### config.mk
export PLATFORM = sky130hd
export DESIGN_NAME = tms_front
export DESIGN_NICKNAME = d
export VERILOG_FILES = /design/src/tms_pkg.sv /design/src/tms_front.sv
export SDC_FILE = /design/constraint.sdc
export NUM_CORES = 1
export LEC_CHECK = 0
export BUFFER_PORTS_ARGS = -buffer_cell sky130_fd_sc_hd__buf_2
export CORE_AREA = 2 2 169 171
export DETAILED_ROUTE_END_ITERATION = 6
export DIE_AREA = 0 0 171 173
export PLACE_DENSITY = 0.51
export SYNTH_ARGS = -nofsm -noshare
export SYNTH_HDL_FRONTEND = slang
export SYNTH_SLANG_ARGS = --single-unit
export TNS_END_PERCENT = 20
### constraint.sdc
create_clock -name vclk -period 6.73
set_input_delay 1.0095 -clock vclk [all_inputs]
set_output_delay 1.0095 -clock vclk [all_outputs]
set_load 0.02 [all_outputs]
### src/tms_pkg.sv
package tms_pkg;

    localparam int COORD_WIDTH_DEF      = 16;
    localparam int NORMAL_FRAC_BITS_DEF = 14;
    localparam int FIFO_DEPTH           = 2;

    // point slots held for one triangle
    localparam logic [2:0] PT_A  = 3'd0;
    localparam logic [2:0] PT_B  = 3'd1;
    localparam logic [2:0] PT_C  = 3'd2;
    localparam logic [2:0] PT_AB = 3'd3;
    localparam logic [2:0] PT_BC = 3'd4;
    localparam logic [2:0] PT_CA = 3'd5;

    localparam logic [1:0] LAST_SUB    = 2'd3;
    localparam logic [1:0] LAST_CORNER = 2'd2;

    typedef struct packed {
        logic full;
        logic empty;
    } fifo_stat_t;

    typedef struct packed {
        logic busy;
        logic done;
    } nrm_stat_t;

    // point slot for a corner of a sub-triangle
    function automatic logic [2:0] tri_pt(input logic [1:0] s, input logic [1:0] k);
        logic [2:0] idx;
        idx = PT_A;
        unique case ({s, k})
            4'b0000: idx = PT_A;
            4'b0001: idx = PT_AB;
            4'b0010: idx = PT_CA;
            4'b0100: idx = PT_B;
            4'b0101: idx = PT_BC;
            4'b0110: idx = PT_AB;
            4'b1000: idx = PT_C;
            4'b1001: idx = PT_CA;
            4'b1010: idx = PT_BC;
            4'b1100: idx = PT_AB;
            4'b1101: idx = PT_BC;
            4'b1110: idx = PT_CA;
            default: idx = PT_A;
        endcase
        return idx;
    endfunction

endpackage

### src/tms_front.sv
module tms_front
    import tms_pkg::*;
#(
    parameter int COORD_WIDTH = COORD_WIDTH_DEF
)
(
    input  logic                                 start,
    output logic                                 busy,
    input  logic [COORD_WIDTH-1:0]               corner_a_x,
    input  logic [COORD_WIDTH-1:0]               corner_a_y,
    input  logic [COORD_WIDTH-1:0]               corner_a_z,
    input  logic [COORD_WIDTH-1:0]               corner_b_x,
    input  logic [COORD_WIDTH-1:0]               corner_b_y,
    input  logic [COORD_WIDTH-1:0]               corner_b_z,
    input  logic [COORD_WIDTH-1:0]               corner_c_x,
    input  logic [COORD_WIDTH-1:0]               corner_c_y,
    input  logic [COORD_WIDTH-1:0]               corner_c_z,
    input  fifo_stat_t                           q_stat,
    output logic                                 push,
    output logic [5:0][2:0][COORD_WIDTH-1:0]     pts
);

    logic [2:0][COORD_WIDTH-1:0] ca, cb, cc;

    // midpoint with arithmetic halving
    function automatic logic [COORD_WIDTH-1:0] midp(input logic [COORD_WIDTH-1:0] p,
                                                    input logic [COORD_WIDTH-1:0] q);
        logic [COORD_WIDTH:0] sum;
        sum = {p[COORD_WIDTH-1], p} + {q[COORD_WIDTH-1], q};
        return sum[COORD_WIDTH:1];
    endfunction

    assign ca = {corner_a_z, corner_a_y, corner_a_x};
    assign cb = {corner_b_z, corner_b_y, corner_b_x};
    assign cc = {corner_c_z, corner_c_y, corner_c_x};

    // accept a transaction whenever the queue has room
    assign busy = q_stat.full;
    assign push = start && !q_stat.full;

    always_comb
    begin
        pts[PT_A] = ca;
        pts[PT_B] = cb;
        pts[PT_C] = cc;
        for (int i = 0; i < 3; i++)
        begin
            pts[PT_AB][i] = midp(ca[i], cb[i]);
            pts[PT_BC][i] = midp(cb[i], cc[i]);
            pts[PT_CA][i] = midp(cc[i], ca[i]);
        end
    end

endmodule

# Word level (Yosys, flattened, before mapping)
# Cells that the tools add are included.
# W data, S select, Z words.
[op_classes] n_reduce_logical=2 addsub=9
[op_table] op="$add A16 B16 Y17" count=9
[op_table] op="$logic_and A1 B1 Y1" count=1
[op_table] op="$logic_not A1 Y1" count=1
[totals] output_inout_bits=290 in_bits=147 ff_bits=0 word_cells=11

# Logic depth before layout (Yosys ltp)
# Gate-level depths: netlist (run 1).
[logic_depth] depth_word=2 mapped_depth=8 ltp_nobuf=8

# Worst setup path before layout (run 1)
# Ideal clock, no wire load.
[synth_timing] path_kind="in2out" startpoint="input port corner_b_x[0]" endpoint="output port pts[201] (netlist bit)" setup_slack_ns=2.534 path_stages=7 t_arrival_ns=3.187 n_path_buf=0 required_ns=5.720 path_cell_list="and2_1 -> fa_1 -> a21o_1 -> a21oi_1 -> o21ai_0 -> a31o_2 -> o311ai_0"
[synth_rtl] element="start, declared" line_no="tms_front.sv:12" source="input logic [COORD_WIDTH-1:0] corner_b_x,"
[synth_rtl] element="end, declared" line_no="tms_front.sv:20" source="output logic [5:0][2:0][COORD_WIDTH-1:0] pts"

==> flow_summary.json, run 1 <==
{
  "run_status": "complete, no violations",
  "use_met3_pct": 1.33,
  "ant_nets": 0,
  "cts_setup_buffers": 0,
  "seq_area_um2": 0,
  "fmaxAchievable_ghz": 0.224,
  "hpwl_um": 24400,
  "fin_setup_tns_ps": 0,
  "hold_path_depth": 2,
  "grt_usage_pct": 17.0,
  "yosys_warnings": 0,
  "synth_adder_area_share_pct": 24.2,
  "grt_util_met2_pct": 32.2,
  "hold_viol": 0,
  "peakVddDrop_mv": 0.0626,
  "grt_pass1_vias": 7918,
  "yosysSeqAreaShare_pct": 0,
  "utilization_pct": 33.4,
  "period_share_pct": 66.3,
  "p_leak_nw": 4.85,
  "gp_congestion": 0.946,
  "drtIter0Drc": 648,
  "clock_buffers": 0,
  "required_ps": 5720,
  "drive_gt1_share_pct": 34.0,
  "cap_violations": 0,
  "drc_errors": 0,
  "synth_top_family_by_area": "compound AO/OA/AOI/OAI gates",
  "dr.pass1.iters": 5,
  "synth_area_um2": 7720,
  "die_area_um2": 29600,
  "totalPowerFinal_w": 0.00129,
  "arrival_ps": 3450,
  "design.seq.count": 0,
  "rows": 61,
  "io_buffers": 436,
  "final_cells": 1722,
  "worst_slack_ps": 2270,
  "die_y_um": 173,
  "core_um2": 27600,
  "drv_slew": 0,
  "grt_max_degree": 10,
  "synthXorXnorAreaFrac_pct": 11.8,
  "antenna_found_initial": 0,
  "setup-violations-final": 0,
  "startpoint": "corner_a_x[0]",
  "synth_mux_area_share_pct": 0,
  "path_class": "input pin to primary output",
  "synth_compound_area_share_pct": 29.5,
  "ys_types": 66,
  "power_density_nw_per_um2": 140,
  "syn_to_final_growth_pct": 19.6,
  "grt_first_pass_wirelength_um": 41400,
  "hold_path_class": "input pin to primary output",
  "fin_nets": 1637,
  "die_width_um": 171,
  "yosys.area_share.simple_pct": 17.6,
  "max-slew-margin-rel_pct": 62.5,
  "yosysTopAreaCell": "ha_1",
  "synth.top_cell.area_share_pct": 21.9,
  "worstHoldStart": "q_stat[1]",
  "wirelength_um": 27700,
  "grt_setup_unrepaired": "no",
  "boundaryPins": 437,
  "wl_per_cell_um": 16.1,
  "ctsResizeCount": 0,
  "use_met1_pct": 21.4,
  "worst-path-max-fanout": 5,
  "holdPathEnd": "busy",
  "syn-instance-count": 1064,
  "tightestPinTransition_ps": 562,
  "num-fill-cells": 3050,
  "top_usage_layer": "met2",
  "synth_area_leaders": "ha_1, buf_4, xnor2_1",
  "overflow": 0,
  "place_ws_ps": 2310,
  "route.vias.total": 8657,
  "hold_buffers": 0,
  "diodes": 0,
  "end_kind": "primary output",
  "synth_nets": 1355,
  "crit_path_start_kind": "input pin",
  "initial_core_util_pct": 28.0,
  "via_per_inst": 5.03,
  "synth_area_per_cell_um2": 7.26,
  "dp.cells": 1722,
  "post-route-min-period_ps": 4460
}
==> through the flow <==
stage | cell area, um2 | hold WS [ps]
after detailed placement | 9240 | 2260
after floorplan | 7720 | 2100
final | 9240 | 2260
after global placement | 9240 | 2260
after global routing | 9240 | 2270
after CTS | 9240 | 2260
==> synth_stat cells (all sizes together), types with 11 or more instances <==
cell type	count
a21oi	89
ha	135
o21bai	18
nor3	26
and2	17
inv	44
nand2	66
and3	13
nor2b	13
o21ai	52
xnor2	62
xor2	42
a21o	48
nand4	13
nor2	79
buf	150
a211oi	13
nand3	27
a31oi	22
a221oi	11
==> area by class of cell <==
type / instances / area [um2] / area share (%)
tap: 378 / 473 / 5.12
inverter: 44 / 165 / 1.79
timing repair buffer: 436 / 2180 / 23.6
multi-input combinational: 864 / 6410 / 69.5
==> cells by family after synthesis <==
| family | Yosys count |
|---|---|
| adders and majority gates | 144 |
| AOI/OAI and AO/OA | 333 |
| xor gates and xnor gates | 104 |
| buffers and inverters | 200 |
| and+or+nand+nor | 283 |
==> report_power, final <==
part / switching (W) / leakage (nW) / internal [W]
clock: 0 / 0 / 0
sequential: 0 / 0 / 0
combinational: 0.000823 / 4.85 / 0.000471
total: 0.000823 / 4.85 / 0.000471
==> routing by layer <==
| layer | routed length (um) | up-vias | part of all wire, % |
|---|---|---|---|
| met2 | 13900 | 358 | 50 |
| met5 | 0 | - | 0 |
| met3 | 1680 | 16 | 6.1 |
| met1 | 11900 | 3932 | 43 |
| met4 | 292 | 0 | 1.1 |
| li1 | - | 4351 | - |
==> cell usage in the layout (no fill, tap or decap), types with 7 or more instances in the layout <==
master and n:
nand3_1 27, nor2b_1 13, nor2_1 79, o21ai_0 47, a211o_1 7, nand2_1 66
xnor2_1 62, o211ai_1 9, buf_2 436, a21oi_1 87, a221oi_2 7, o21bai_1 18
fa_1 9, o21a_1 8, ha_1 135, a21o_1 46, and2_1 17, xor2_1 42
nor3_1 26, and3_1 13, a211oi_1 13, nand2b_1 9, inv_1 44, a31oi_1 20
nand4_1 13
==> worst max-delay path by stage <==
stage / end / slack [ps] / cells after the start
after global routing: pts[237] / 2140 / 9
after global placement: pts[255] / 2320 / 10
after floorplan: pts[201] / 2530 / 7
final: pts[255] / 2270 / 10
after detailed placement: pts[255] / 2310 / 10
after CTS: pts[237] / 2300 / 9
==> worst max-delay path, cell delays in order <==
cell      delay, ps
buf_2           130
and2_1          160
fa_1            400
a21o_1          200
a221oi_2        510
o22ai_1         280
o211ai_1        320
a21boi_1        130
o22ai_1         130
buf_2           180
Note: power is estimated with default switching activity, not from simulation.
==> run 2: changes to the inputs <==
- CORE_AREA: 2 2 169 171 -> 2 2 168 170
- DIE_AREA: 0 0 171 173 -> 0 0 170 172
- PLACE_DENSITY: 0.51 -> 0.53
- clock period: 6.73 -> 3.7 ns (I/O delays scaled with it)
==> run 2 against run 1 <==
Clock-buffer cell count did not move. First-iteration DRC count is 44% lower. Critical path type unchanged. Core utilization is 0.12 points higher. Routed wire length fell by 1.2%. Final area down 0.19%. Critical path depth unchanged.
==> flow_summary.json, run 2 (same netlist as run 1, synthesis figures left out) <==
{
  "run_status": "complete, no violations",
  "fmaxAchievable_ghz": 0.296,
  "power_density_nw_per_um2": 255,
  "hold_path_class": "input pin to primary output",
  "die_y_um": 172,
  "seq_area_um2": 0,
  "hold_buffers": 0,
  "hpwl_um": 24200,
  "tightestPinTransition_ps": 561,
  "crit_path_start_kind": "input pin",
  "clock_buffers": 0,
  "worst_slack_ps": 318,
  "design.seq.count": 0,
  "worst-path-max-fanout": 5,
  "setup-violations-final": 0,
  "io_buffers": 436,
  "diodes": 0,
  "place_ws_ps": 297,
  "grt_pass1_vias": 7863,
  "peakVddDrop_mv": 0.108,
  "drtIter0Drc": 366,
  "initial_core_util_pct": 28.1,
  "route.met2.wl_um": 13900,
  "final_cell_mix": "buf_2, ha_1, a21oi_1, nor2_1, nand2_1",
  "max-slew-margin-rel_pct": 62.3,
  "grt_setup_unrepaired": "no",
  "grt_max_degree": 10,
  "die_area_um2": 29200,
  "cp_slowest_cell": "fa_1",
  "max_stage_delay_ps": 390,
  "dp.cells": 1693,
  "ctsResizeCount": 0,
  "end_kind": "primary output",
  "path_depth": 10,
  "path_class": "input pin to primary output",
  "core_um2": 27500,
  "multi_input_area_um2": 6410,
  "cts_setup_buffers": 0,
  "highest_layer": "met4",
  "route.vias.total": 8712,
  "cp_cell_sequence": "buf_2 > and2_1 > fa_1 > a21o_1 > a31oi_1 > o21ai_1 > a21o_1 > a221oi_2 > a221o_1 > buf_2",
  "dr.pass1.iters": 5,
  "wl_met3_um": 1630,
  "drv_slew": 0,
  "period_share_pct": 91.4,
  "ant_nets": 0,
  "num-fill-cells": 3037,
  "fin_nets": 1640,
  "grt_usage_pct": 17.0,
  "rows": 61,
  "wl_per_cell_um": 16.2,
  "layout_commonest_cell": "buf_2",
  "drc_errors": 0,
  "cap_violations": 0,
  "die_width_um": 170,
  "hold_viol": 0,
  "post-route-min-period_ps": 3380,
  "grt_first_pass_wirelength_um": 40600,
  "required_ps": 3140,
  "final_cells": 1693,
  "arrival_ps": 2830,
  "cp_num_buf_inv": 2,
  "path_delay_family": "compound AO/OA/AOI/OAI gates",
  "boundaryPins": 437,
  "drive_gt1_share_pct": 34.1,
  "overflow": 0,
  "met1_length_um": 11800,
  "via_per_inst": 5.15,
  "antenna_found_initial": 0,
  "gp_congestion": 0.943,
  "p_leak_nw": 4.86,
  "hold_path_depth": 2,
  "wirelength_um": 27400,
  "fin_setup_tns_ps": 0,
  "syn_to_final_growth_pct": 19.4
}
run 2: cell types whose count changed in the layout (fill, tap and decap cells not counted):
cell and delta:
buf_4 +3
run 2: per-stage QoR:
step           cell area [um2]  utilization, %  total power [W]  hold slack [ps]
2_1_floorplan             7720               -          0.00168             1190
3_3_place_gp              9220            33.5          0.00234             1370
3_5_place_dp              9220            33.5          0.00235             1370
4_1_cts                   9220            33.5          0.00236             1370
5_1_grt                   9220            33.5          0.00256             1380
6_report                  9220            33.5          0.00235             1370
run 2: layout make-up:
| class | count | share of cell area (%) |
|---|---|---|
| inverter | 44 | 1.79 |
| multi-input combinational | 864 | 69.6 |
| tap | 346 | 4.70 |
| timing repair buffer | 439 | 23.9 |
run 2: worst paths after layout:
path,to,start
setup / recovery,pts[287],corner_a_z[0]
hold / removal,pts[111],corner_c_x[15]
run 2: metal layers:
layer,global-route usage (%),vias up
li1,-,4361
met1,21.2,4020
met2,33.5,325
met3,1.12,6
met4,0.595,0
met5,0,-
run 2: where the power goes:
part	internal [W]	switching [W]	leakage [nW]
registers	0	0	0
logic	0.000860	0.00149	4.86
clock network	0	0	0
