### src/tms_pkg.sv
package tms_pkg;

    localparam int COORD_WIDTH_DEF      = 16;
    localparam int NORMAL_FRAC_BITS_DEF = 14;
    localparam int FIFO_DEPTH           = 2;

    // point slots held for one triangle
    localparam logic [2:0] PT_A  = 3'd0;
    localparam logic [2:0] PT_B  = 3'd1;
    localparam logic [2:0] PT_C  = 3'd2;
    localparam logic [2:0] PT_AB = 3'd3;
    localparam logic [2:0] PT_BC = 3'd4;
    localparam logic [2:0] PT_CA = 3'd5;

    localparam logic [1:0] LAST_SUB    = 2'd3;
    localparam logic [1:0] LAST_CORNER = 2'd2;

    typedef struct packed {
        logic full;
        logic empty;
    } fifo_stat_t;

    typedef struct packed {
        logic busy;
        logic done;
    } nrm_stat_t;

    // point slot for a corner of a sub-triangle
    function automatic logic [2:0] tri_pt(input logic [1:0] s, input logic [1:0] k);
        logic [2:0] idx;
        idx = PT_A;
        unique case ({s, k})
            4'b0000: idx = PT_A;
            4'b0001: idx = PT_AB;
            4'b0010: idx = PT_CA;
            4'b0100: idx = PT_B;
            4'b0101: idx = PT_BC;
            4'b0110: idx = PT_AB;
            4'b1000: idx = PT_C;
            4'b1001: idx = PT_CA;
            4'b1010: idx = PT_BC;
            4'b1100: idx = PT_AB;
            4'b1101: idx = PT_BC;
            4'b1110: idx = PT_CA;
            default: idx = PT_A;
        endcase
        return idx;
    endfunction

endpackage

### src/tms_fifo.sv
module tms_fifo
    import tms_pkg::*;
#(
    parameter int W = 16
)
(
    input  logic         clk,
    input  logic         rst_n,
    input  logic         push,
    input  logic [W-1:0] din,
    input  logic         pop,
    output logic [W-1:0] dout,
    output fifo_stat_t   stat
);

    localparam int PW = (FIFO_DEPTH > 1) ? $clog2(FIFO_DEPTH) : 1;
    localparam int CW = $clog2(FIFO_DEPTH + 1);

    logic [W-1:0]  entry_reg [FIFO_DEPTH];
    logic [PW-1:0] wr_reg, wr_next, rd_reg, rd_next;
    logic [CW-1:0] cnt_reg, cnt_next;

    // entry storage
    always_ff @(posedge clk)
    begin
        if (push)
        begin
            entry_reg[wr_reg] <= din;
        end
    end

    // pointer and fill update
    always_comb
    begin
        wr_next  = wr_reg;
        rd_next  = rd_reg;
        cnt_next = cnt_reg;
        if (push)
        begin
            wr_next = (wr_reg == PW'(FIFO_DEPTH - 1)) ? '0 : wr_reg + 1'b1;
        end
        if (pop)
        begin
            rd_next = (rd_reg == PW'(FIFO_DEPTH - 1)) ? '0 : rd_reg + 1'b1;
        end
        if (push && !pop)
        begin
            cnt_next = cnt_reg + 1'b1;
        end
        else if (pop && !push)
        begin
            cnt_next = cnt_reg - 1'b1;
        end
    end

    always_ff @(posedge clk or negedge rst_n)
    begin
        if (!rst_n)
        begin
            wr_reg  <= '0;
            rd_reg  <= '0;
            cnt_reg <= '0;
        end
        else
        begin
            wr_reg  <= wr_next;
            rd_reg  <= rd_next;
            cnt_reg <= cnt_next;
        end
    end

    assign dout       = entry_reg[rd_reg];
    assign stat.full  = (cnt_reg == CW'(FIFO_DEPTH));
    assign stat.empty = (cnt_reg == '0);

endmodule

### config.mk
export PLATFORM = sky130hd
export DESIGN_NAME = tms_fifo
export DESIGN_NICKNAME = d
export VERILOG_FILES = /design/src/tms_pkg.sv /design/src/tms_fifo.sv
export SDC_FILE = /design/constraint.sdc
export NUM_CORES = 1
export LEC_CHECK = 0
export ABC_CLOCK_PERIOD_IN_PS = 1810
export BUFFER_PORTS_ARGS = -buffer_cell sky130_fd_sc_hd__buf_4
export CAP_MARGIN = 25
export CORE_MARGIN = 1.5
export CORE_UTILIZATION = 45
export DETAILED_ROUTE_END_ITERATION = 8
export PLACE_DENSITY = 0.73
export SKIP_CTS_REPAIR_TIMING = 1
export SLEW_MARGIN = 10
export SYNTH_ARGS = -nofsm -noshare
export SYNTH_HDL_FRONTEND = slang
export SYNTH_SLANG_ARGS = --single-unit
### constraint.sdc
create_clock -name clk -period 1.81 [get_ports clk]
set_clock_uncertainty 0.15 [all_clocks]
set_input_delay 0.181 -clock clk [delete_from_list [all_inputs] [get_ports clk]]
set_output_delay 0.181 -clock clk [all_outputs]
set_load 0.02 [all_outputs]
# --- Word level (Yosys, flattened, before mapping) ---
# Memories as Yosys holds them, arrays and structs flattened.
# Cells that the tools add are included.
# Widths: inputs -> output; s select.
totals:
  mem_bits_rw: 32
  ff_bits: 4
  elab_cells: 21
  inputBits: 20
  n_memories: 1
mem_list:
  columns: ["name", "words", "word_bits", "rd", "rd_clocked_by_memory_dff", "wr", "line", "rtl"]
  rows:
  - ["entry_reg", 2, 16, 1, 0, 1, "tms_fifo.sv:19", "logic [W-1:0] entry_reg [FIFO_DEPTH];"]
op_classes:
  muxes: 6
  n_eq_ne: 1
  add_sub_neg: 4
  reduce_logical: 6
op_table:
  columns: ["op", "n"]
  rows:
  - ["$mux 1", 4]
  - ["$mux 2", 2]
  - ["$add 1x1->1 const B", 2]
  - ["$add 2x1->2 const B", 1]
  - ["$eq 2x2->1 const B", 1]
  - ["$logic_and 1x1->1", 2]
  - ["$logic_not 1->1", 2]
  - ["$logic_not 2->1", 1]
  - ["$reduce_bool 2->1", 1]
  - ["$sub 2x1->2 const B", 1]

# --- Depth between registers and ports, before layout ---
# Gate-level depths: netlist of run 1.
depth:
  depth_word: 4
  ltp_mapped: 5

# --- Worst setup path after synthesis of run 1 ---
# No wires, ideal clock.
synth_path:
  path_type: "flip-flop to flip-flop"
  startpoint: "register wr_reg"
  endpoint: "memory entry_reg[0][0] (enable)"
  required_time_ns: 1.270
  path_buffers: 0
  slack_ns: 0.131
  stages_incl_launch_ff: 2
  t_arrival_ns: 1.139
  synth_period_minus_slack_ns: 1.679
  path_cell_list: "dfrtp_1 > nor2b_1"
synth_rtl:
  columns: ["item", "line", "rtl"]
  rows:
  - ["start: declaration", "tms_fifo.sv:20", "logic [PW-1:0] wr_reg, wr_next, rd_reg, rd_next;"]
  - ["start signal: assignment", "tms_fifo.sv:66", "wr_reg <= wr_next;"]
  - ["end: declaration", "tms_fifo.sv:19", null]
# Straight into the memory's write port.

# --- Worst setup path after layout of run 1 ---
layout_path:
  startpoint: "register rd_reg"
  endpoint: "output port dout[13]"
layout_between:
  elab_chain_len: 1
layout_lines:
  columns: ["item", "line", "rtl"]
  rows:
  - ["start: declaration", "tms_fifo.sv:20", null]
  - ["start signal: assignment", "tms_fifo.sv:67", "rd_reg <= rd_next;"]
  - ["$mem_v2 2x16", null, null]
  - ["end: declaration", "tms_fifo.sv:12", "output logic [W-1:0] dout,"]
# Every way passes these cells.

==> summary.json, run 1 <==
{
  "layout": {
    "most-common-layout-cells": "buf_4 (39), edfxtp_1 (32), dlygate4sd3_1 (19)",
    "final_common_cell": "buf_4",
    "finalNetCount": 154,
    "antennaDiodeCount": 0,
    "fraction_of_layout_instances_using_a_drive_strength_above_1": 0.500,
    "area.growth.synth_to_final_pct": 44.0,
    "max_reg_flops": 32,
    "num-fill-cells": 214
  },
  "pwr": {
    "p_int_mw": 1.91,
    "vdd_drop_max_v": 0.000704,
    "power_switching_mw": 0.884,
    "p_clk_frac": 0.138,
    "combinationalPowerShare": 0.430,
    "p_per_area_nw_per_um2": 1390,
    "switching_fraction": 0.316,
    "seq_power_share": 0.432,
    "leak_pwr_nw": 0.827
  },
  "worst_setup_path": {
    "cp_max_fo": 8,
    "cp-start-kind": "flip-flop",
    "r2r-end": "entry_reg[0][8]",
    "endpoint_kind": "primary output",
    "crit_path_required_time_ns": 1.48,
    "cp.arrival_ns": 1.42,
    "reg2reg_depth": 2,
    "critPathKind": "reg2out",
    "crit_path_top_delay_cell": "dfrtp_2",
    "critical_path.reg2reg.startpoint": "wr_reg",
    "ff2ff_setup_slack_ns": 0.57,
    "crit_path_cell_trace": "clkbuf_16, mux2_4, buf_4",
    "critical_path.max_stage_delay_ns": 0.46,
    "setup.worst_path.start": "rd_reg"
  },
  "clocking": {
    "cts.htree.levels": 2,
    "clock_tree_sinks": 36,
    "cts_made_buffers": 5,
    "clk_latency_ns": 0.32,
    "path_clk_slew_ns": 0.09,
    "clockBufferDepth": 2,
    "tritoncts": "yes",
    "clock_tree.root_cell": "clkbuf_4"
  },
  "global_routing": {
    "met2_usage": 0.207,
    "grt_use_met1": 0.148,
    "grt-busiest-layer": "met2",
    "antenna_violations_before_repair": 0,
    "grt_use_met3": 0.0440,
    "grt_pass1_vias": 715,
    "grt_remaining_overflow": 0,
    "wire_length_of_the_first_global_routing_pass_um": 3080,
    "grtUsageTotal": 0.128,
    "grt_max_degree": 17
  },
  "synthesis": {
    "syn_area_um2": 1390,
    "synthDistinctLibCells": 13,
    "synth.yosys.warnings": 0,
    "ys_seq_area_frac": 0.762,
    "mean_instance_size_in_the_synthesized_netlist_um2": 21.1,
    "synth.net_count": 87,
    "synth.ff_latch_count": 36,
    "netlist_instances": 66
  },
  "sta": {
    "grt_setup_unrepaired": "no",
    "timing.final.max_slew_violations": 0,
    "worst_pin_slew_ns": 0.171,
    "setup_viol": 0,
    "finalWorstSetupSlack_ns": 0.0631,
    "maxSlewHeadroom": 0.886,
    "fmaxAchievable_ghz": 0.572,
    "fin_crit_ns": 1.75,
    "timing.final.hold_violations": 0,
    "final.setup.tns_ns": 0,
    "period_share": 0.965
  },
  "route": {
    "first_iter_violations": 18,
    "detail_route.wl_per_cell_um": 14.5,
    "route.detailed.drc": 0,
    "postRouteAntennaNets": 0,
    "route.detailed.vias_per_inst": 4.81,
    "drtPass1Iterations": 4,
    "dr_total_vias": 804,
    "detail_route.wirelength_um": 2420
  },
  "die": {
    "chipWidth_um": 58.6,
    "die_y_um": 58.6,
    "std_cell_rows": 20,
    "initial_utilization": 0.464,
    "dieArea_um2": 3440,
    "core-area_um2": 3000,
    "io-pin-count": 38
  },
  "placement": {
    "place.detailed.hpwl_um": 1480,
    "numPortBuffers": 37,
    "globalplace.congestion": 0.672,
    "dp_worst_setup_slack_ns": 0.403
  },
  "worst_hold_path": {
    "min_path_type": "in2async"
  },
  "outcome": {
    "run_status": "finished, final reports clean"
  },
  "run": {
    "maxCapViolCount": 0
  }
}
## routing by layer
metal,wire (µm),part of all wire
met5,0,0
met2,1340,0.55
met1,941,0.39
met4,67,0.028
met3,75,0.031
## how the worst max path moves through the flow
stage                 endpoint  slack [ns]
3_5_place_dp           dout[4]        0.40
2_1_floorplan  entry_reg[0][0]        0.13
5_1_grt               dout[13]       0.002
6_report              dout[13]        0.06
4_1_cts                dout[4]        0.05
3_3_place_gp           dout[2]        0.42
## metrics by stage
stage / utilization / total power [mW] / area, µm² / instances / hold WS (ns)
floorplan: - / 1.93 / 1390 / 66 / -0.265
global route: 0.668 / 2.94 / 2010 / 167 / 0.0119
finish: 0.668 / 2.79 / 2010 / 167 / 0.0374
CTS: 0.593 / 2.70 / 1780 / 147 / -0.523
detailed placement: 0.576 / 2.33 / 1730 / 139 / -0.167
global placement: 0.576 / 2.29 / 1730 / 139 / -0.173
## Yosys cell counts, drive strengths merged
master  count  share of area
mux2       16           0.15
nor2        2         0.0054
edfxtp     32           0.69
xor2        4          0.025
and2        1         0.0045
inv         1         0.0027
buf         2          0.022
ha          1         0.0090
xnor2       1         0.0063
nor2b       2         0.0090
dfrtp       4          0.072
## critical path: cells and delay by family (launching register included)
kind	cells	cell delay, ns
buf+inv	2	0.34
flops	1	0.46
mux	1	0.30
## power by group through the flow
stage,Combinational (mW),Clock (mW),Sequential [mW]
after global placement,1.09,0,1.20
after floorplan,0.747,0,1.19
after global routing,1.28,0.435,1.23
after CTS,1.11,0.388,1.20
final,1.20,0.384,1.21
after detailed placement,1.11,0,1.21
## kinds of logic after synthesis
| family | share of synthesized area |
|---|---|
| XOR/XNOR | 0.0314 |
| AND/OR/NAND/NOR | 0.0189 |
| flip-flops | 0.762 |
| adder cells (fa/ha/maj) | 0.00898 |
| buffers and inverters | 0.0252 |
| multiplexers | 0.154 |
## final cells by class
| cell class | instances | area (µm²) | share of cell area |
|---|---|---|---|
| Inverter | 1 | 3.75 | 0.00187 |
| Multi-Input combinational cell | 27 | 297 | 0.148 |
| Clock buffer | 5 | 37.5 | 0.0187 |
| Tap cell | 33 | 41.3 | 0.0206 |
| Clock inverter | 3 | 13.8 | 0.00686 |
| Sequential cell | 36 | 1060 | 0.530 |
| Timing Repair Buffer | 62 | 551 | 0.274 |
No activity file was read; power rests on OpenSTA's default activity.
==> run 2, diff against run 1 <==
--- a/config.mk
+++ b/config.mk
@@ -11,5 +11,5 @@
 export CORE_MARGIN = 1.5
-export CORE_UTILIZATION = 45
+export CORE_UTILIZATION = 30
 export DETAILED_ROUTE_END_ITERATION = 8
-export PLACE_DENSITY = 0.73
+export REMOVE_ABC_BUFFERS = 1
 export SKIP_CTS_REPAIR_TIMING = 1
--- a/constraint.sdc
+++ b/constraint.sdc
@@ -4,2 +4,2 @@
 set_output_delay 0.181 -clock clk [all_outputs]
-set_load 0.02 [all_outputs]
+set_load 0.01 [all_outputs]
==> run 2 against run 1 <==
- routed wire length down 4.1%
- clock power up 34%
- non-clock buffer count unchanged
- via count down 3.7%
- power down 3.7%
- final cell count up 11%
- first-iteration DRC count down 44%
- critical path depth unchanged
- worst setup slack better by 0.068 ns
- worst hold slack better by 0.035 ns
==> summary.json, run 2 (synthesis results as in run 1) <==
{
  "sta": {
    "period_share": {"value": 0.927, "change": "was 0.965"},
    "timing.final.hold_violations": {"value": 0, "change": "unchanged"},
    "fin_crit": {"value": 1.68, "unit": "ns", "change": "was 1.75 ns"},
    "grt_setup_unrepaired": {"value": "no", "change": "unchanged"},
    "worst_pin_slew": {"value": 0.160, "unit": "ns", "change": "was 0.171 ns"},
    "fmaxAchievable": {"value": 0.596, "unit": "GHz", "change": "was 0.572 GHz"},
    "timing.final.max_slew_violations": {"value": 0, "change": "unchanged"},
    "setup_viol": {"value": 0, "change": "unchanged"},
    "maxSlewHeadroom": {"value": 0.893, "change": "was 0.886"},
    "final.setup.tns": {"value": 0, "unit": "ns", "change": "unchanged"}
  },
  "clocking": {
    "tritoncts": {"value": "yes", "change": "unchanged"},
    "clk_latency": {"value": 0.28, "unit": "ns", "change": "was 0.32 ns"},
    "cts_made_buffers": {"value": 5, "change": "unchanged"},
    "clockBufferDepth": {"value": 2, "change": "unchanged"},
    "clock_tree.root_cell": {"value": "clkbuf_8", "change": "was clkbuf_4"},
    "clock_tree_sinks": {"value": 36, "change": "unchanged"},
    "cts.htree.levels": {"value": 2, "change": "unchanged"},
    "path_clk_slew": {"value": 0.07, "unit": "ns", "change": "was 0.09 ns"}
  },
  "run": {
    "maxCapViolCount": {"value": 0, "change": "unchanged"}
  },
  "global_routing": {
    "grt_use_met3": {"value": 0.0513, "change": "was 0.0440"},
    "antenna_violations_before_repair": {"value": 0, "change": "unchanged"},
    "grt_max_degree": {"value": 11, "change": "was 17"},
    "grt_use_met1": {"value": 0.0991, "change": "was 0.148"},
    "met2_usage": {"value": 0.175, "change": "was 0.207"},
    "grt-busiest-layer": {"value": "met2", "change": "unchanged"},
    "grtUsageTotal": {"value": 0.0994, "change": "was 0.128"},
    "grt_pass1_vias": {"value": 776, "change": "was 715"},
    "grt_remaining_overflow": {"value": 0, "change": "unchanged"},
    "wire_length_of_the_first_global_routing_pass": {"value": 3670, "unit": "µm", "change": "was 3080 µm"}
  },
  "die": {
    "initial_utilization": {"value": 0.315, "change": "was 0.464"},
    "io-pin-count": {"value": 38, "change": "unchanged"},
    "dieArea": {"value": 5060, "unit": "µm²", "change": "was 3440 µm²"},
    "core-area": {"value": 4410, "unit": "µm²", "change": "was 3000 µm²"},
    "chipWidth": {"value": 71.1, "unit": "µm", "change": "was 58.6 µm"},
    "std_cell_rows": {"value": 24, "change": "was 20"},
    "die_y": {"value": 71.1, "unit": "µm", "change": "was 58.6 µm"}
  },
  "route": {
    "postRouteAntennaNets": {"value": 0, "change": "unchanged"},
    "drtPass1Iterations": {"value": 4, "change": "unchanged"},
    "dr_total_vias": {"value": 774, "change": "was 804"},
    "route.detailed.vias_per_inst": {"value": 4.16, "change": "was 4.81"},
    "route.detailed.drc": {"value": 0, "change": "unchanged"},
    "detail_route.wl_per_cell": {"value": 12.5, "unit": "µm", "change": "was 14.5 µm"},
    "detail_route.wirelength": {"value": 2320, "unit": "µm", "change": "was 2420 µm"},
    "first_iter_violations": {"value": 10, "change": "was 18"}
  },
  "placement": {
    "globalplace.congestion": {"value": 0.614, "change": "was 0.672"},
    "place.detailed.hpwl": {"value": 1610, "unit": "µm", "change": "was 1480 µm"},
    "placedInstanceArea": {"value": 1750, "unit": "µm²", "change": "was 1730 µm²"},
    "numPortBuffers": {"value": 37, "change": "unchanged"}
  },
  "layout": {
    "max_reg_flops": {"value": 32, "change": "unchanged"},
    "area.growth.synth_to_final": {"value": 45.2, "unit": "%", "change": "was 44.0%"},
    "most-common-layout-cells": {"value": "buf_4 (43), edfxtp_1 (32), dlygate4sd3_1 (19)", "change": "was buf_4 (39), edfxtp_1 (32), dlygate4sd3_1 (19)"},
    "stdcell_area": {"value": 2020, "unit": "µm²", "change": "was 2010 µm²"},
    "final_common_cell": {"value": "buf_4", "change": "unchanged"},
    "fraction_of_layout_instances_using_a_drive_strength_above_1": {"value": 0.485, "change": "was 0.500"},
    "finalNetCount": {"value": 154, "change": "unchanged"},
    "antennaDiodeCount": {"value": 0, "change": "unchanged"}
  },
  "worst_setup_path": {
    "setup.worst_path.start": {"value": "rd_reg", "change": "unchanged"},
    "endpoint_kind": {"value": "primary output", "change": "unchanged"},
    "cp_max_fo": {"value": 10, "change": "was 8"},
    "cp.arrival": {"value": 1.35, "unit": "ns", "change": "was 1.42 ns"},
    "critPathKind": {"value": "reg2out", "change": "unchanged"},
    "cp-start-kind": {"value": "flip-flop", "change": "unchanged"},
    "critical_path.reg2reg.startpoint": {"value": "wr_reg", "change": "unchanged"},
    "crit_path_required_time": {"value": 1.48, "unit": "ns", "change": "about the same"}
  },
  "pwr": {
    "p_int": {"value": 1.96, "unit": "mW", "change": "was 1.91 mW"},
    "power_switching": {"value": 0.734, "unit": "mW", "change": "was 0.884 mW"},
    "switching_fraction": {"value": 0.273, "change": "was 0.316"},
    "seq_power_share": {"value": 0.441, "change": "was 0.432"},
    "leak_pwr": {"value": 0.822, "unit": "nW", "change": "was 0.827 nW"},
    "vdd_drop_max": {"value": 0.000637, "unit": "V", "change": "was 0.000704 V"},
    "p_per_area": {"value": 1330, "unit": "nW/µm²", "change": "was 1390 nW/µm²"},
    "p_clk_frac": {"value": 0.192, "change": "was 0.138"},
    "combinationalPowerShare": {"value": 0.367, "change": "was 0.430"}
  },
  "worst_hold_path": {
    "min_path_type": {"value": "in2async", "change": "unchanged"}
  },
  "outcome": {
    "run_status": {"value": "finished, final reports clean", "change": "unchanged"}
  }
}
[run 2: cell count changes in the layout (fill, tap and decap cells not counted), moves of 2 or more]
cell	previous run	this run
clkinv_2	2	0
buf_6	2	0
buf_4	39	43
clkbuf_1	0	2
clkbuf_4	5	0
clkbuf_8	0	5
[run 2: worst max-delay path, cell delays in order, from the launching register on]
cell,delay [ns]
dfrtp_1,0.36
buf_4,0.21
mux2_2,0.36
buf_4,0.14
[run 2: per-layer routing]
metal	vias up	wire, µm
li1	377	-
met2	30	1220
met3	4	174
met4	0	34
met1	363	899
met5	-	0
[run 2: cell type report]
cell class                      instances  area (µm²)
Fill cell                             389        2390
Inverter                                1        3.75
Clock inverter                          1        3.75
Tap cell                               52        65.1
Clock buffer                            7        76.3
Sequential cell                        36        1060
Multi-Input combinational cell         27         299
Timing Repair Buffer                   62         513
[run 2: power groups by stage]
stage / logic, mW / clock network (mW) / registers, mW
finish: 0.988 / 0.515 / 1.19
global route: 1.07 / 0.571 / 1.21
CTS: 0.978 / 0.536 / 1.19
detailed placement: 0.974 / 0 / 1.20
global placement: 0.961 / 0 / 1.20
floorplan: 0.469 / 0 / 1.25
[run 2: through the flow]
stage / utilization / hold WS (ns) / setup slack, ns / total power, mW / std cells
3_3_place_gp: 0.397 / -0.167 / 0.455 / 2.16 / 159
5_1_grt: 0.458 / 0.0817 / 0.0747 / 2.85 / 186
6_report: 0.458 / 0.0729 / 0.131 / 2.69 / 186
3_5_place_dp: 0.397 / -0.164 / 0.416 / 2.18 / 159
2_1_floorplan: - / -0.265 / 0.131 / 1.72 / 64
4_1_cts: 0.415 / -0.470 / 0.106 / 2.70 / 167
[run 2: final timing paths]
kind,slack (ns),cells after the start,endpoint
setup / recovery,0.13,3,dout[15]
hold / removal,0.07,2,cnt_reg[1]
setup reg to reg,0.62,2,entry_reg[1][1]
hold reg to reg,0.34,1,cnt_reg[1]
max in group asynchronous,1.33,2,rd_reg
min in group clk,0.34,1,cnt_reg[1]
